[src/rtl/slf_pkg.sv]
// shared types, codes and helpers for the linear trend forecaster
package slf_pkg;

  localparam int AW = 96;
  localparam int OPW = 64;
  localparam int RES_W = 48;
  localparam int FRAC_W = 12;

  typedef enum logic [1:0] {
    CMD_OPEN  = 2'd0,
    CMD_ADD   = 2'd1,
    CMD_TREND = 2'd2,
    CMD_FCAST = 2'd3
  } cmd_t;

  typedef enum logic [2:0] {
    ST_OK          = 3'd0,
    ST_UNKNOWN     = 3'd1,
    ST_TABLE_FULL  = 3'd2,
    ST_SERIES_FULL = 3'd3,
    ST_TOO_FEW     = 3'd4,
    ST_DEGENERATE  = 3'd5
  } status_t;

  typedef enum logic [3:0] {
    S_IDLE, S_DISP, S_EVAL, S_ADDW, S_MUL, S_CHK, S_DIV, S_TRD, S_FC
  } state_t;

  typedef enum logic [2:0] {
    OP_NSXY, OP_SXSY, OP_NSXX, OP_SXSX, OP_SLSX, OP_SLNEW, OP_SLDELTA
  } mop_t;

  typedef struct packed {
    logic        [10:0] cnt;
    logic signed [34:0] sx;
    logic signed [34:0] sy;
    logic signed [57:0] sxy;
    logic signed [56:0] sxx;
    logic signed [23:0] newest;
    logic signed [23:0] prev;
  } rec_t;

  function automatic logic signed [RES_W-1:0] sat48(input logic signed [AW-1:0] v);
    logic [AW-RES_W:0] top;
    top = v[AW-1:RES_W-1];
    if ((&top) || (~|top)) return v[RES_W-1:0];
    else if (v[AW-1]) return {1'b1, {(RES_W-1){1'b0}}};
    else return {1'b0, {(RES_W-1){1'b1}}};
  endfunction

endpackage

[src/rtl/slf_mul.sv]
// sequential signed multiplier, eight multiplier bits per cycle
module slf_mul (
  input  logic                           clk,
  input  logic                           rst_n,
  input  logic                           start,
  input  logic signed [slf_pkg::OPW-1:0] a,
  input  logic signed [slf_pkg::OPW-1:0] b,
  output logic                           done,
  output logic signed [slf_pkg::AW-1:0]  p
);
  localparam int DIG = 8;
  localparam int STEPS = slf_pkg::OPW / DIG;
  localparam int CW = $clog2(STEPS);

  logic                          busy_r;
  logic                          done_r;
  logic [CW-1:0]                 cnt_r;
  logic [slf_pkg::OPW-1:0]       mcand_r;
  logic [2*slf_pkg::OPW-1:0]     prod_r;
  logic                          neg_r;
  logic [slf_pkg::OPW-1:0]       ma, mb;
  logic [slf_pkg::OPW+DIG-1:0]   sum;
  logic [slf_pkg::AW-1:0]        mag;

  assign ma = a[slf_pkg::OPW-1] ? (~a + 1'b1) : a;
  assign mb = b[slf_pkg::OPW-1] ? (~b + 1'b1) : b;
  assign sum = {{DIG{1'b0}}, prod_r[2*slf_pkg::OPW-1:slf_pkg::OPW]}
             + ({{DIG{1'b0}}, mcand_r} * {{slf_pkg::OPW{1'b0}}, prod_r[DIG-1:0]});
  assign mag = prod_r[slf_pkg::AW-1:0];
  assign p = neg_r ? (~mag + 1'b1) : mag;
  assign done = done_r;

  always_ff @(posedge clk) begin
    if (!rst_n) begin
      busy_r <= 1'b0;
      done_r <= 1'b0;
      cnt_r  <= '0;
    end else begin
      done_r <= 1'b0;
      if (start && !busy_r) begin
        busy_r <= 1'b1;
        cnt_r  <= '0;
      end else if (busy_r) begin
        cnt_r <= cnt_r + 1'b1;
        if (cnt_r == CW'(STEPS - 1)) begin
          busy_r <= 1'b0;
          done_r <= 1'b1;
        end
      end
    end
  end

  always_ff @(posedge clk) begin
    if (start && !busy_r) begin
      mcand_r <= ma;
      prod_r  <= {{slf_pkg::OPW{1'b0}}, mb};
      neg_r   <= a[slf_pkg::OPW-1] ^ b[slf_pkg::OPW-1];
    end else if (busy_r) begin
      prod_r <= {sum, prod_r[slf_pkg::OPW-1:DIG]};
    end
  end
endmodule

[config.mk]
export PLATFORM = sky130hd
export DESIGN_NAME = slf_mul
export DESIGN_NICKNAME = d
export VERILOG_FILES = /design/src/rtl/slf_pkg.sv /design/src/rtl/slf_mul.sv
export SDC_FILE = /design/constraint.sdc
export NUM_CORES = 2
export LEC_CHECK = 0
export BUFFER_PORTS_ARGS = -buffer_cell sky130_fd_sc_hd__buf_2
export CAP_MARGIN = 20
export CORE_ASPECT_RATIO = 0.5
export CORE_MARGIN = 5
export CORE_UTILIZATION = 34
export DETAILED_ROUTE_END_ITERATION = 8
export REMOVE_ABC_BUFFERS = 1
export SKIP_CTS_REPAIR_TIMING = 1
export SLEW_MARGIN = 0
export SYNTH_ARGS = -nofsm -noshare
export SYNTH_HDL_FRONTEND = slang
export SYNTH_SLANG_ARGS = --single-unit
[constraint.sdc]
create_clock -name clk -period 8.4 [get_ports clk]
set_clock_uncertainty 0.2 [all_clocks]
set_input_delay 0.84 -clock clk [delete_from_list [all_inputs] [get_ports clk]]
set_output_delay 0.84 -clock clk [all_outputs]
set_load 0.03 [all_outputs]
==> impl_results.md <==
- Die H: 217 um
- CORE AREA: 84400 sq um
- Relative slew slack: 27.9%
- Max frequency: ~130 MHz
- Layout Cells excl Fill: 4546
- Count of different cell masters after synthesis: 65
- WL per Instance: 19.6 um
- Mapped Cells: about 3300
- Share of the synthesized area in the top cell type: 30.0%
- Register area share after synthesis: between 10% and 20%
- Dpl cells: between 4000 and 5000
- P&R area growth vs syn: 9.97%
- FFs w/ async S/R, synth: 0%
- Number of global-route vias before repair: 24800
- Initial antenna violation count: 10
- First-pass GRT wire length: ~140000 um
- Routed vias: 23400
- CP required: 8.63 ns
- Pre-antenna DRT Iters: 7
- Status: complete, no violations
- CTS clock-pin slew for the worst setup and hold paths: 0.09 ns
- Nets: 4069
- Yosys top cell by area: fa_1
- Final Hold Vio Count: 0
- Synthesized area per cell: around 9 sq um
- Number of flops mapped to enable cells by yosys: around 130
- Worst Tran Pin Value: 1.08 ns
- Max-cap check violation count: 0
- Min Tclk post-route: about 7.6 ns
- Pins Over Slew Limit: 0
- Synth Flop Type: edfxtp_1
- Final WL: 89200 um
- Die ar.: ~90000 sq um
- Final setup fails: 0
- Worst endpoint data arrival time: about 7.8 ns
- Io pins: 228
- Gr usage total: a little under 20%
- TritonCTS clock tree: yes
- Share of layout cells above drive strength 1: 9.19%
- Remaining Overflow, GRT: 0
- TritonCTS Buffers: 17
- Die Span X: 424 um
- RePlAce Congestion: 0.942
- DRC violations left: 0
- DRT iter0 DRCs: 1725
- Warning count from the yosys run: 0
- Largest net degree at the start of global routing: approximately 130
- CP max FO: 31
- Min-delay worst type: register to register
- Final period util: 90.4%
- CTS HTree Levels: 4
- DPL Wire Length: 71200 um
- Synth Register Bits: ~200
- Vias per cell: roughly 5.2
- Initial Util: 34.5%
- Most common cell after layout, fill and taps aside: inv_1
- CP endpoint kind: register
- RSZ-0062 raised after global routing: false
- Netlist Area Pre-Place: 29100 sq um
- Port Buffers: 227
- CTS sink cnt: 198
- Root buffer cell: clkbuf_16
- CP Class: register to register
- Placement Rows: 75
- Setup TNS Final: 0 ns
- Antenna Violating Nets Remaining: 0
- Most frequent cells in the layout: inv_1 (543), fa_1 (436), nand2_1 (380)
- Synth top area cells: fa_1 (30%), edfxtp_1 (13%), and2_1 (7.5%)
- CTS Buffer Depth: 2
- Worst skew pair latency: 0.54 ns
- Crit path launch type: register
==> logic make-up (layout without fill, tap and decap cells) <==
group           after synthesis  count (layout)  share of synthesized area (%)
simple gates               1028            1028                           18.4
buf+inv                     689             832                           8.93
compound gates              544             544                           11.9
fa+ha+maj                   533             533                           34.2
xor+xnor                    281             281                           8.46
flops                       198             198                           18.1
mux                           2               2                         0.0688
other cells                   0              12                              0
==> critical path, cell delays in order (launching register included) <==
cell and delay [ns]:
edfxtp_1 0.85, buf_4 0.52, buf_4 0.37, and2_1 0.20, fa_1 0.44, fa_1 0.53
fa_1 0.55, inv_1 0.06, fa_1 0.54, inv_1 0.05, ha_1 0.43, nand3_1 0.16
nor4_1 0.42, o211ai_1 0.14, a21oi_1 0.22, a211oi_1 0.07, buf_4 0.20, o211ai_1 0.31
a41oi_1 0.24, o21ai_0 0.50, mux2i_1 0.16, a221o_1 0.27
==> final timing paths <==
path	from	to	slack (ns)	depth (start not counted)
setup reg to reg	prod_r[5]	prod_r[124]	0.81	21
setup / recovery	prod_r[5]	prod_r[124]	0.81	21
hold reg to reg	prod_r[125]	prod_r[125]	0.32	2
hold / removal	prod_r[125]	prod_r[125]	0.32	2
==> Yosys cell counts (all sizes together), types with 11 or more instances <==
cell / instances
a21o: 51
nand4: 26
o21bai: 15
dfxtp: 69
xor2: 86
inv: 546
or2: 14
nor2: 67
a31oi: 11
nor4: 20
nand2: 381
or4: 36
o22ai: 52
o31ai: 64
or3: 34
o21ai: 180
and2: 348
nor3: 25
nand2b: 18
a21oi: 78
nand3: 29
and3: 12
xnor2: 195
edfxtp: 129
fa: 436
ha: 97
clkbuf: 135
o41ai: 41
==> state kept, by name (all words and copies together), names as in the netlist <==
signal / cells
cnt_r: 3
done: 1
neg_r: 1
prod_r: 128
mcand_r: 64
busy_r: 1
==> cell type report <==
| class | instances | area (sq um) |
|---|---|---|
| Multi-Input combinational cell | 2388 | 21200 |
| Clock inverter | 15 | 168 |
| Timing Repair Buffer | 254 | 1420 |
| Sequential cell | 198 | 5260 |
| Antenna cell | 12 | 30.0 |
| Fill cell | 8601 | 52400 |
| Clock buffer | 17 | 425 |
| Tap cell | 1116 | 1400 |
| Inverter | 546 | 2050 |
==> stage by stage <==
step / hold slack (ns) / area [sq um] / utilization [%] / setup WS (ns)
after floorplan: 0.256 / 28500 / - / 1.79
after global placement: 0.306 / 31300 / 37.1 / 1.12
after detailed placement: 0.297 / 31300 / 37.1 / 0.918
after CTS: 0.314 / 31900 / 37.8 / 0.883
after global routing: 0.336 / 32000 / 37.9 / 0.562
final: 0.321 / 32000 / 37.9 / 0.809
==> per-layer routing <==
metal	GRT usage [%]	routed length (um)	up-vias
met5	0	0	-
met2	34.4	45000	634
met3	2.55	3620	138
met1	24.9	37700	11900
li1	-	-	10800
met4	7.17	2910	0
Power is not shown: default switching activity piles up to over one toggle a cycle in this logic, so the estimate is an artifact.
