<file path="src/rtl/slf_pkg.sv">
// shared types, codes and helpers for the linear trend forecaster
package slf_pkg;

  localparam int AW = 96;
  localparam int OPW = 64;
  localparam int RES_W = 48;
  localparam int FRAC_W = 12;

  typedef enum logic [1:0] {
    CMD_OPEN  = 2'd0,
    CMD_ADD   = 2'd1,
    CMD_TREND = 2'd2,
    CMD_FCAST = 2'd3
  } cmd_t;

  typedef enum logic [2:0] {
    ST_OK          = 3'd0,
    ST_UNKNOWN     = 3'd1,
    ST_TABLE_FULL  = 3'd2,
    ST_SERIES_FULL = 3'd3,
    ST_TOO_FEW     = 3'd4,
    ST_DEGENERATE  = 3'd5
  } status_t;

  typedef enum logic [3:0] {
    S_IDLE, S_DISP, S_EVAL, S_ADDW, S_MUL, S_CHK, S_DIV, S_TRD, S_FC
  } state_t;

  typedef enum logic [2:0] {
    OP_NSXY, OP_SXSY, OP_NSXX, OP_SXSX, OP_SLSX, OP_SLNEW, OP_SLDELTA
  } mop_t;

  typedef struct packed {
    logic        [10:0] cnt;
    logic signed [34:0] sx;
    logic signed [34:0] sy;
    logic signed [57:0] sxy;
    logic signed [56:0] sxx;
    logic signed [23:0] newest;
    logic signed [23:0] prev;
  } rec_t;

  function automatic logic signed [RES_W-1:0] sat48(input logic signed [AW-1:0] v);
    logic [AW-RES_W:0] top;
    top = v[AW-1:RES_W-1];
    if ((&top) || (~|top)) return v[RES_W-1:0];
    else if (v[AW-1]) return {1'b1, {(RES_W-1){1'b0}}};
    else return {1'b0, {(RES_W-1){1'b1}}};
  endfunction

endpackage

</file>
<file path="src/rtl/slf_div.sv">
// restoring signed divider, one quotient bit per cycle, truncating
module slf_div (
  input  logic                          clk,
  input  logic                          rst_n,
  input  logic                          start,
  input  logic signed [slf_pkg::AW-1:0] num,
  input  logic signed [slf_pkg::AW-1:0] den,
  output logic                          done,
  output logic signed [slf_pkg::AW-1:0] q
);
  localparam int W = slf_pkg::AW;
  localparam int CW = $clog2(W);

  logic          busy_r;
  logic          done_r;
  logic [CW-1:0] cnt_r;
  logic [W:0]    rem_r;
  logic [W-1:0]  quo_r;
  logic [W-1:0]  dvs_r;
  logic          neg_r;
  logic [W-1:0]  mn, md;
  logic [W:0]    sh;
  logic          ge;

  assign mn = num[W-1] ? (~num + 1'b1) : num;
  assign md = den[W-1] ? (~den + 1'b1) : den;
  assign sh = {rem_r[W-1:0], quo_r[W-1]};
  assign ge = sh >= {1'b0, dvs_r};
  assign q = neg_r ? (~quo_r + 1'b1) : quo_r;
  assign done = done_r;

  always_ff @(posedge clk) begin
    if (!rst_n) begin
      busy_r <= 1'b0;
      done_r <= 1'b0;
      cnt_r  <= '0;
    end else begin
      done_r <= 1'b0;
      if (start && !busy_r) begin
        busy_r <= 1'b1;
        cnt_r  <= '0;
      end else if (busy_r) begin
        cnt_r <= cnt_r + 1'b1;
        if (cnt_r == CW'(W - 1)) begin
          busy_r <= 1'b0;
          done_r <= 1'b1;
        end
      end
    end
  end

  always_ff @(posedge clk) begin
    if (start && !busy_r) begin
      rem_r <= '0;
      quo_r <= mn;
      dvs_r <= md;
      neg_r <= num[W-1] ^ den[W-1];
    end else if (busy_r) begin
      rem_r <= ge ? (sh - {1'b0, dvs_r}) : sh;
      quo_r <= {quo_r[W-2:0], ge};
    end
  end
endmodule

</file>
<file path="config.mk">
export PLATFORM = sky130hd
export DESIGN_NAME = slf_div
export DESIGN_NICKNAME = d
export VERILOG_FILES = /design/src/rtl/slf_pkg.sv /design/src/rtl/slf_div.sv
export SDC_FILE = /design/constraint.sdc
export NUM_CORES = 1
export LEC_CHECK = 0
export CAP_MARGIN = 20
export CORE_AREA = 2 2 201 223
export CTS_BUF_LIST = sky130_fd_sc_hd__clkbuf_2
export CTS_CLUSTER_SIZE = 12
export DETAILED_ROUTE_END_ITERATION = 7
export DIE_AREA = 0 0 203 225
export DONT_BUFFER_PORTS = 1
export GPL_TIMING_DRIVEN = 0
export PLACE_DENSITY = 0.75
export SETUP_SLACK_MARGIN = 0.5
export SLEW_MARGIN = 20
export SYNTH_ARGS = -nofsm -noshare
export SYNTH_HDL_FRONTEND = slang
export SYNTH_SLANG_ARGS = --single-unit
</file>
<file path="constraint.sdc">
create_clock -name clk -period 5.2 [get_ports clk]
set_clock_uncertainty 0.05 [all_clocks]
set_input_delay 1.04 -clock clk [delete_from_list [all_inputs] [get_ports clk]]
set_output_delay 1.04 -clock clk [all_outputs]
set_load 0.05 [all_outputs]
</file>
==> flow_metrics.tcl, run 1 <==
set metrics [dict create \
    p_clk_share_pct 14.1 \
    power_frac_comb_pct 56.1 \
    num_vias 24232 \
    p_switching_w 0.00629 \
    synth-main-ff-cell "edfxtp_1" \
    synth.most_common_cell "nand2_1" \
    row_count 80 \
    synth_cell_type_count 76 \
    synth.largest_area_cell "edfxtp_1" \
    p_int_w 0.00619 \
    vdd_drop_max_uv 305 \
    root_buffer "clkbuf_2" \
    syn-num-nets 3204 \
    detail_route.drc_violations 0 \
    cp_top_family "simple AND/OR/NAND/NOR gates" \
    final_util_pct 66.6 \
    synth_commonest_cells "415 x nand2_1, 336 x o21ai_0, 245 x xnor2_1" \
    final_nets 3360 \
    cp.required_ps 4110 \
    p_seq_share_pct 29.7 \
    wl_per_cell_um 25.3 \
    cts_buffers 80 \
    place_ws_ps -1340 \
    setup_viol 73 \
    crit_chain "or4_1 > nor2_2 > nand2_1 > nor4_2 > nand2_2 > or2_4 > or3_4 > or4_4 > o41ai_4 > xnor2_4" \
    grt_pass1_vias 23231 \
    powerDensity_nw_per_um2 434 \
    ant_nets 0 \
    min_period_ps 6580 \
    cp.buffers_inverters 0 \
    worstSkewPairLatency_ps 1090 \
    grt_overflow 0 \
    synth-edff-count 193 \
    multiInputGateArea_um2 17400 \
    end_kind "primary output" \
    switching_share_pct 50.4 \
    synth_seq_area_share_pct 33.5 \
    io_buffer_count 0 \
    grt_pass1_wl_um 135000 \
    violations "setup timing" \
    vias_per_cell 6.54 \
    start_util_pct 54.7 \
    critPathSlowestCell "or4_1" \
    die_area_um2 45700 \
    fin_ws_ps -1380 \
    grt_max_degree 79 \
    status "finished, violations left" \
    hold_violations 0 \
    hold_class "input port to flop" \
    area_delta_synth_final_pct 21.7 \
    critPathLaunchType "flop" \
    netlist_top_cells_area "edfxtp_1 25%, xnor2_1 9.1%, dfxtp_1 8.9%" \
    ctsHtreeMaxLevel 3 \
    slew_headroom_pct 7.58 \
    critPathArrivalTime_ps 5490 \
    totalWireLength_um 93500 \
    drt_iter0_drc 2530 \
    fill_cells 3572 \
    timing.final.max_slew_violations 0 \
    core_area_um2 43100 \
    antenna_found_initial 1 \
    async_flop_share_pct 0 \
    place_congestion 1.08 \
    synth_top_area_share_pct 24.6 \
    leakagePower_nw 10.9 \
    clock-sinks 298 \
    fin_crit_sh_pct 127 \
    synth_area_um2 23600 \
    drive_above_1_share_pct 15.9 \
    max_stage_delay_ps 690 \
    critical_path_class "flop to primary output" \
    dr.pass1.iters 7 \
    die_w_um 203 \
    ys_seq_elements 298 \
    critPathMaxFanout 5 \
    maxCapViolCount 0 \
    hpwl_um 67600 \
    max_freq_ghz 0.152 \
    io_pins 292 \
    die_h_um 225 \
    track_usage_pct 38.8 \
    syn_inst 2908 \
    ff_latch_area_um2 7900 \
    rsz0062_at_grt "yes" \
    avgSynthCellArea_um2 8.12 \
    worst_slew_pin_slew_ps 1390 \
    yosysWarnings 0 \
    cts_tree "done" \
    clk_path_buf_depth 3 \
    clkSlewWorstSetupHoldPaths_ps 110 \
]
==> state kept, by name, indices dropped and copies added, names as in the netlist <==
| signal | count |
|---|---|
| quo_r | 96 |
| dvs_r | 96 |
| rem_r | 96 |
| busy_r | 1 |
| done | 1 |
| cnt_r | 7 |
| neg_r | 1 |
==> kinds of logic after synthesis <==
group / count (synthesis) / synth area share, %
buf+inv: 293 / 4.68
simple gates: 944 / 19.0
xor+xnor: 378 / 14.0
fa+ha+maj: 101 / 5.39
mux: 12 / 0.514
compound gates: 882 / 23.0
flops: 298 / 33.5
==> area by class of cell <==
class                   instances  area share, %
inverters                     145           1.94
diodes                          1        0.00871
multi-input cells            2317           60.7
plain buffers                 148           2.16
clock inverters                22          0.392
repair buffers                 74           2.70
flip-flops and latches        298           27.5
well taps                     574           2.50
clock buffers                 124           2.16
==> power by group through the flow <==
stage          clock network (W)  logic, W  registers [W]
2_1_floorplan                  0   0.00487        0.00347
3_3_place_gp                   0   0.00630        0.00363
3_5_place_dp                   0   0.00642        0.00364
4_1_cts                  0.00177   0.00673        0.00366
5_1_grt                  0.00188   0.00752        0.00375
6_report                 0.00176   0.00701        0.00371
==> path summary, 6_finish.rpt <==
path,from,end,slack [ps],depth (start not counted)
min reg2reg,rem_r[16]$_SDFFE_PP0P_,rem_r[16]$_SDFFE_PP0P_,450,2
min,den[56],dvs_r[56]$_DFFE_PP_,90,1
max reg2reg,quo_r[95]$_DFFE_PP_,rem_r[69]$_SDFFE_PP0P_,500,16
max,quo_r[36]$_DFFE_PP_,q[95],-1380,10
==> cell usage in the layout, fill, tap and decap left out, types with 12 or more instances in the layout <==
| master | n |
|---|---|
| dfxtp_1 | 105 |
| o41ai_1 | 29 |
| nand2_4 | 21 |
| nand3_1 | 29 |
| or4_1 | 27 |
| nor3_1 | 56 |
| inv_1 | 141 |
| buf_6 | 32 |
| nand4_1 | 55 |
| xnor2_2 | 22 |
| o41ai_4 | 14 |
| xnor2_4 | 66 |
| xnor2_1 | 157 |
| clkbuf_1 | 121 |
| o21ai_0 | 314 |
| xor2_1 | 127 |
| o21bai_1 | 26 |
| o31ai_1 | 62 |
| a22o_1 | 27 |
| and3_1 | 12 |
| nor4_1 | 20 |
| o21ai_4 | 19 |
| or2_2 | 19 |
| buf_4 | 33 |
| clkbuf_2 | 139 |
| a21oi_1 | 190 |
| or3_1 | 46 |
| a21o_1 | 45 |
| nor2_1 | 155 |
| ha_1 | 100 |
| nand2_1 | 386 |
| edfxtp_1 | 193 |
| o31ai_4 | 20 |
| nand2b_1 | 23 |
| o21a_1 | 13 |
| o22ai_1 | 20 |
| clkinv_1 | 17 |
==> per-layer routing <==
metal / wire, um / up-vias / share of wire, % / GRT usage (%)
met2: 44100 / 1549 / 47 / 65.9
met3: 9930 / 372 / 11 / 9.27
met5: 0 / - / 0 / 0
met4: 5730 / 0 / 6.1 / 22.0
li1: - / 10880 / - / -
met1: 33700 / 11431 / 36 / 44.9
==> through the flow <==
| step | setup TNS (ps) | cells | hold WS [ps] | power, W | area (um^2) |
|---|---|---|---|---|---|
| global route | -53530 | 3703 | 57.4 | 0.0132 | 28700 |
| finish | -45890 | 3703 | 93.5 | 0.0125 | 28700 |
| global placement | -213010 | 3482 | 413 | 0.00993 | 25000 |
| CTS | -40810 | 3668 | 11.7 | 0.0122 | 28100 |
| floorplan | -870 | 2908 | 396 | 0.00834 | 24300 |
| detailed placement | -124100 | 3484 | 430 | 0.0101 | 25200 |
==> timing repair <==
| action | CTS | global route |
|---|---|---|
| endpoints found under the setup margin | 194 | 188 |
| hold endpoints to repair | 2 | 0 |
| hold buffers | 2 | 0 |
| pin swaps | 94 | 74 |
| gates resized for setup | 300 | 84 |
| buffers inserted | 36 | 34 |
Power figures use the tool's default switching activity.
==> run 2, diff against run 1 <==
--- a/config.mk
+++ b/config.mk
@@ -13,7 +13,7 @@
 export DIE_AREA = 0 0 203 225
 export DONT_BUFFER_PORTS = 1
 export GPL_TIMING_DRIVEN = 0
-export PLACE_DENSITY = 0.75
+export PLACE_DENSITY = 0.72
 export SETUP_SLACK_MARGIN = 0.5
 export SLEW_MARGIN = 20
 export SYNTH_ARGS = -nofsm -noshare
==> flow_metrics.tcl, run 2 (synthesis gave the netlist of run 1 again) <==
set metrics [dict create \
    num_vias 23867 \
    dr.pass1.iters 6 \
    end_kind "primary output" \
    grt_max_degree 69 \
    grt_overflow 0 \
    powerDensity_nw_per_um2 440 \
    leakagePower_nw 11.0 \
    io_pins 292 \
    vias_per_cell 6.44 \
    grt_pass1_vias 23176 \
    clock-sinks 298 \
    status "finished, violations left" \
    rsz0062_at_grt "yes" \
    hold_violations 0 \
    totalWireLength_um 89800 \
    worst-r2r-cell-count 15 \
    hold_class "input port to flop" \
    crit_chain "or4_1 > nor4_2 > nand2b_1 > or2_4 > nor3_4 > nand2_2 > or2_4 > or3_4 > or4_4 > o31ai_4 > xnor2_4" \
    fin_ws_ps -1220 \
    met3_usage_pct 9.04 \
    fin_crit_sh_pct 123 \
    critPathMaxFanout 4 \
    track_usage_pct 38.2 \
    totalPowerFinal_w 0.0126 \
    path_depth 11 \
    r2r_slack_ps 670 \
    row_count 80 \
    min_period_ps 6420 \
    wl_per_cell_um 24.2 \
    setup_viol 76 \
    met1_usage_pct 45.7 \
    critical_path_class "flop to primary output" \
    cp.required_ps 4110 \
    max_stage_delay_ps 660 \
    vdd_drop_max_uv 287 \
    antenna_found_initial 2 \
    grt_pass1_wl_um 134000 \
    die_h_um 225 \
    die_w_um 203 \
    cts_buffers 81 \
    final_nets 3360 \
    p_clk_share_pct 15.3 \
    drt_iter0_drc 2369 \
    power_frac_comb_pct 55.3 \
    worst_slew_pin_slew_ps 1170 \
    worstSkewPairLatency_ps 1110 \
    detail_route.drc_violations 0 \
    ant_nets 0 \
    tns_ps -45000 \
    start_util_pct 54.7 \
    use_met2_pct 63.8 \
    hpwl_um 66700 \
    cp_top_family "simple AND/OR/NAND/NOR gates" \
    p_seq_share_pct 29.4 \
    clkSlewWorstSetupHoldPaths_ps 120 \
    layout_common_cells "386 x nand2_1, 315 x o21ai_0, 193 x edfxtp_1, 190 x a21oi_1, 157 x xnor2_1" \
    fin_cells 3707 \
    critPathArrivalTime_ps 5330 \
    p_int_w 0.00632 \
    root_buffer "clkbuf_2" \
    critPathSlowestCell "or4_1" \
    final_common_cell "nand2_1" \
    max_freq_ghz 0.156 \
    place_congestion 1.02 \
    top_usage_layer "met2" \
    core_area_um2 43100 \
    dpl_cell_area_um2 25100 \
    violations "setup timing" \
    cp.buffers_inverters 0 \
    switching_share_pct 49.8 \
    slew_headroom_pct 22.1 \
    clk_path_buf_depth 3 \
    path_common_cell "or2_4" \
    cts_tree "done" \
    maxCapViolCount 0 \
    post-place-cells 3484 \
    die_area_um2 45700 \
    final_area_um2 28600 \
    p_switching_w 0.00626 \
    io_buffer_count 0 \
    top_regs "dvs_r (96), quo_r (96), rem_r (96)" \
    area_delta_synth_final_pct 21.1 \
    ctsHtreeMaxLevel 3 \
    hold_depth 1 \
    drive_above_1_share_pct 15.8 \
    critPathLaunchType "flop" \
    timing.final.max_slew_violations 0 \
]
-- run 2: area by class of cell --
| type | count | area, um^2 |
|---|---|---|
| diodes | 1 | 2.50 |
| clock inverters | 29 | 219 |
| fillers | 3619 | 14600 |
| repair buffers | 73 | 728 |
| flip-flops and latches | 298 | 7900 |
| multi-input cells | 2317 | 17200 |
| plain buffers | 148 | 628 |
| clock buffers | 122 | 611 |
| well taps | 574 | 718 |
| inverters | 145 | 554 |
-- run 2: repair_timing --
| item | CTS | global route |
|---|---|---|
| hold buffers | 2 | 0 |
| endpoints found under the hold margin | 3 | 0 |
| setup endpoints to repair | 193 | 183 |
| resized for setup | 304 | 66 |
| pin swaps | 95 | 65 |
| buffers inserted | 40 | 29 |
-- run 2: path summary, 6_finish.rpt --
check,to,startpoint
min reg2reg,busy_r$_SDFF_PN0_,cnt_r[6]$_SDFFE_PP0P_
max reg2reg,rem_r[85]$_SDFFE_PP0P_,quo_r[95]$_DFFE_PP_
max,q[89],quo_r[17]$_DFFE_PP_
min,dvs_r[47]$_DFFE_PP_,den[47]
-- run 2: power groups by stage --
stage          registers, W  clock network [W]  logic (W)
3_3_place_gp        0.00364                  0    0.00631
2_1_floorplan       0.00347                  0    0.00487
5_1_grt             0.00374            0.00205    0.00748
4_1_cts             0.00366            0.00194    0.00672
6_report            0.00370            0.00192    0.00696
3_5_place_dp        0.00365                  0    0.00642
-- run 2: layer usage --
metal  wire (um)  vias up  part of all wire (%)
li1            -    10901                     -
met1       34700    11289                    39
met2       41800     1368                    47
met3        8370      307                   9.3
met4        4910        2                   5.5
met5          15        -                 0.017
-- run 2: per-stage QoR --
stage	setup slack [ps]	hold WS, ps	util (%)
floorplan	-209	396	-
finish	-1220	97.9	66.2
CTS	-1190	29.0	65.2
global route	-1300	47.5	66.2
detailed placement	-1120	423	58.2
global placement	-1580	412	57.9
